[config.mk]
export PLATFORM = sky130hd
export DESIGN_NAME = lruc_store
export DESIGN_NICKNAME = d
export VERILOG_FILES = /design/src/rtl/lruc_pkg.sv /design/src/rtl/lruc_store.sv
export SDC_FILE = /design/constraint.sdc
export NUM_CORES = 2
export LEC_CHECK = 0
export BUFFER_PORTS_ARGS = -buffer_cell sky130_fd_sc_hd__buf_4
export CORE_MARGIN = 2
export CORE_UTILIZATION = 45
export DETAILED_ROUTE_END_ITERATION = 8
export PLACE_DENSITY = 0.68
export SETUP_SLACK_MARGIN = 0.02
export SKIP_CTS_REPAIR_TIMING = 1
export SYNTH_ARGS = -nofsm -noshare
export SYNTH_HDL_FRONTEND = slang
export SYNTH_MEMORY_MAX_BITS = 65536
export SYNTH_SLANG_ARGS = --single-unit
[constraint.sdc]
create_clock -name aclk -period 7.2 [get_ports aclk]
set_clock_uncertainty 0.15 [all_clocks]
set_input_delay 1.44 -clock aclk [delete_from_list [all_inputs] [get_ports aclk]]
set_output_delay 1.44 -clock aclk [all_outputs]
set_load 0.01 [all_outputs]
[src/rtl/lruc_pkg.sv]
package lruc_pkg;

    localparam int CAPACITY  = 64;
    localparam int KEY_WIDTH = 64;
    localparam int REQ_W     = 64;
    localparam int CFG_W     = 7;
    localparam int IDX_W     = (CAPACITY > 1) ? $clog2(CAPACITY) : 1;
    localparam int CNT_W     = $clog2(CAPACITY + 1);
    localparam int CMP_W     = (CFG_W > CNT_W) ? CFG_W : CNT_W;
    localparam int OUT_W     = 8;
    localparam int CAP_RESET = 64;

    typedef logic [IDX_W-1:0]     idx_t;
    typedef logic [KEY_WIDTH-1:0] key_t;

    typedef struct packed {
        logic key_we;
        logic rank_we;
        idx_t addr;
        key_t key;
        idx_t rank;
    } lruc_wr_t;

endpackage

[src/rtl/lruc_store.sv]
module lruc_store (
    input  logic             aclk,
    input  lruc_pkg::idx_t   rd_addr,
    input  lruc_pkg::lruc_wr_t wr,
    output lruc_pkg::key_t   rd_key,
    output lruc_pkg::idx_t   rd_rank
);
    import lruc_pkg::*;

    key_t key_mem [CAPACITY];
    idx_t rank_mem [CAPACITY];

    always_ff @(posedge aclk) begin
        if (wr.key_we) begin
            key_mem[wr.addr] <= wr.key;
        end
        rd_key <= key_mem[rd_addr];
    end

    always_ff @(posedge aclk) begin
        if (wr.rank_we) begin
            rank_mem[wr.addr] <= wr.rank;
        end
        rd_rank <= rank_mem[rd_addr];
    end

endmodule

==> summary.md <==
| Metric | Value |
|---|---|
| Post-synthesis mux area share | 15.52% |
| Final hold viol count | 0 |
| Synth warn | 0 |
| Placed Instance Area | 179400 um2 |
| Worst endpoint required time | 7.62 ns |
| Final Slew Violations | 0 |
| XOR/XNOR share of the synthesized area | 0% |
| Top cell by count, worst path | buf_4 |
| Initial antenna violation count | 19 |
| Fin crit period | 4.112 ns |
| Largest net degree at the start of global routing | 132 |
| Hold Crit Depth | 4 |
| Slowest CP cell | nor2_4 |
| First-pass GRT wire length | 649.3 mm |
| CTS buffer count | 434 |
| Pwr Total | 54.55 mW |
| Max-cap viol count | 0 |
| Worst r2r dst | rd_key[26] |
| DPL Wire Length | 246.7 mm |
| Critical Path AT | 4.53 ns |
| WHS Endpoint | rd_key[9] |
| Chip height | 620.2 um |
| Layout cells sized above 1 | 27.35% |
| Async set-or-reset flop fraction in the synthesized netlist | 0% |
| Clock buffer depth | 4 |
| Outcome | finished, final reports clean |
| Die X | 620.2 um |
| WP depth | 6 |
| CTS tree | yes |
| PwrDens | 282.1 nW/um2 |
| Simple-Gate Fraction of Synth Area | 1.012% |
| Area delta synth->final | 13.18% |
| H-tree depth reported by CTS | 5 |
| LEAKAGE | 59.66 nW |
| Cell variety after synth | 27 |
| Clk sink count | 4550 |
| Core ar. | 378300 um2 |
| Die ar. | 384700 um2 |
| FP Rows | 226 |
| Synth Area in Adders | 0% |
| Drt first-iter violations | 11880 |
| Clk_lat worst skew | 1.01 ns |
| CP startpoint kind | input pin |
| Vias after detailed routing | 83030 |
| R2R Setup Slk | 5.02 ns |
| TNS Setup | 0 ns |
| Syn_area_per_cell | 23.74 um2 |
| Slowest stage delay, CP | 1.23 ns |
| Starting Density | 45.16% |
| Final WL | 466.1 mm |
| Bufs and invs on worst path | 3 |
| Crit Path Category | input pin to flop |
| Post-synth top flop | edfxtp_1 |
| Yosys reg bits | 4550 |
| Worst hold path class | flop to flop |
| Unrepaired setup endpoints after global routing | false |
| Syn Nets | 7282 |
| Post-synth EDFFs | 4480 |
| Area contributors post-synth | edfxtp_1, mux4_2, a22oi_1 |
| I/O Buffers | 154 |
| Maximum clock rate | 0.2432 GHz |
| Largest family of logic cells by synthesized area | multiplexers |
| Number of global-route vias before repair | 82770 |
| Synth top area share | 78.73% |
| Antenna viol nets, final | 0 |
| Worst path top cell family by delay | simple AND/OR/NAND/NOR gates |
| All-Layer GR Usage | 24.08% |
| Reg2reg start | key_mem[15][26] |
| Seq/Total Area, Yosys | 79.55% |
| Worst-case vdd ir drop | 0.2119 mV |
| Pre-antenna DRT Iters | 6 |
| # setup viols final | 0 |
| Gate Count Post-Synth | 7197 |
| DRC | 0 |
| Fin util | 51.12% |
| Setup crit end kind | flop |
| Crit path from | wr[74] |
| Max_slew headroom | 6.307% |
| Area leader, netlist | edfxtp_1 |
| Compound-Gate Fraction of Synth Area | 2.665% |
| Per-cell routed wire length | 35.91 um |
| Worst-Margin Slew | 1.405 ns |
| Final Cell Area | 193400 um2 |
| Commonest cells in the netlist | edfxtp_1, mux4_2, a22oi_1 |
| Boundary Pins | 155 |
| Hold_sp | key_mem[52][9] |
| Cell count of the worst reg-to-reg path | 4 |
| Critical path cell sequence | buf_4 > nand3b_1 > inv_1 > nand2_1 > nor2_4 > buf_4 |
| Cell Area, Synth | 170900 um2 |
| Reg clk slew, reported paths | 0.06 ns |
| Root Driver | clkbuf_16 |
| Period Utilization, post-route | 57.11% |
| GRT overflow | 0 |
| Vias per cell | 6.396 |
| Final nets | 7674 |
| Routability cong. | 0.8085 |
| Crit Path Max Fanout | 25 |
| Count leader, synth | edfxtp_1 |
where the power goes:
group | total [mW] | internal (mW) | switching, mW
Combinational | 2.61 | 0.951 | 1.66
Sequential | 29.4 | 29.3 | 0.123
Clock | 22.5 | 12.7 | 9.78
Total | 54.5 | 43.0 | 11.6
cell type report:
type | instances | area [um2]
repair buffers | 370 | 3764
diodes | 12 | 30.03
fillers | 28680 | 185000
inverters | 10 | 37.54
flip-flops and latches | 4550 | 135900
clock inverters | 232 | 2330
well taps | 5016 | 6276
clock buffers | 568 | 11660
multi-input cells | 2223 | 33370
per-stage QoR:
step / std cells / setup slack, ns / hold WS [ns]
2_1_floorplan: 7197 / 1.361 / 0.6297
3_3_place_gp: 12170 / 2.182 / 0.6624
3_5_place_dp: 12170 / 2.209 / 0.6671
4_1_cts: 12970 / 3.204 / 0.6809
5_1_grt: 12970 / 3.083 / 0.7245
6_report: 12980 / 3.088 / 0.6787
routing by layer:
| layer | vias up | wire length, um | track usage [%] |
|---|---|---|---|
| li1 | 31990 | - | - |
| met1 | 44850 | 167000 | 31.59 |
| met2 | 5220 | 229100 | 39.79 |
| met3 | 962 | 50760 | 5.193 |
| met4 | 10 | 19180 | 8.780 |
| met5 | - | 65 | 0 |
worst max path at each step:
stage,endpoint,slack (ns)
floorplan,key_mem[32][0],1.36
global placement,key_mem[29][44],2.18
detailed placement,key_mem[40][11],2.21
CTS,key_mem[27][8],3.20
global route,key_mem[41][3],3.08
finish,key_mem[40][7],3.09
placed cells by master, fill, tap and decap left out, types with 5 or more instances in the layout:
master / n
inv_6: 6
nand3b_1: 22
o211a_1: 70
clkinv_1: 93
clkbuf_1: 110
mux2i_1: 130
clkinvlp_4: 13
mux4_2: 1120
diode_2: 12
clkbuf_8: 19
clkinv_4: 5
or3b_2: 5
buf_12: 76
clkinv_2: 63
clkbuf_16: 439
inv_1: 10
edfxtp_1: 4480
buf_4: 291
a22oi_1: 280
nand3_1: 132
o22ai_1: 140
o221ai_1: 40
a211oi_1: 70
bufinv_16: 36
clkinv_16: 9
nor2_1: 108
nand2_1: 15
dfxtp_1: 70
nor2_4: 66
logic make-up after synthesis:
kind of cell    after synthesis
flops                      4550
mux                        1250
compound gates              600
buf+inv                     424
simple gates                373
worst register-to-register path, delay by kind of cell (launching register included):
| family | cells | cell delay [ns] |
|---|---|---|
| mux | 2 | 1.03 |
| compound gates | 2 | 0.47 |
| flops | 1 | 0.37 |
flip-flops by register name (all words and copies together), names as in the netlist:
register / flops
rd_rank: 6
rd_key: 64
rank_mem: 384
key_mem: 4096
Note: power is estimated with default switching activity, not from simulation.
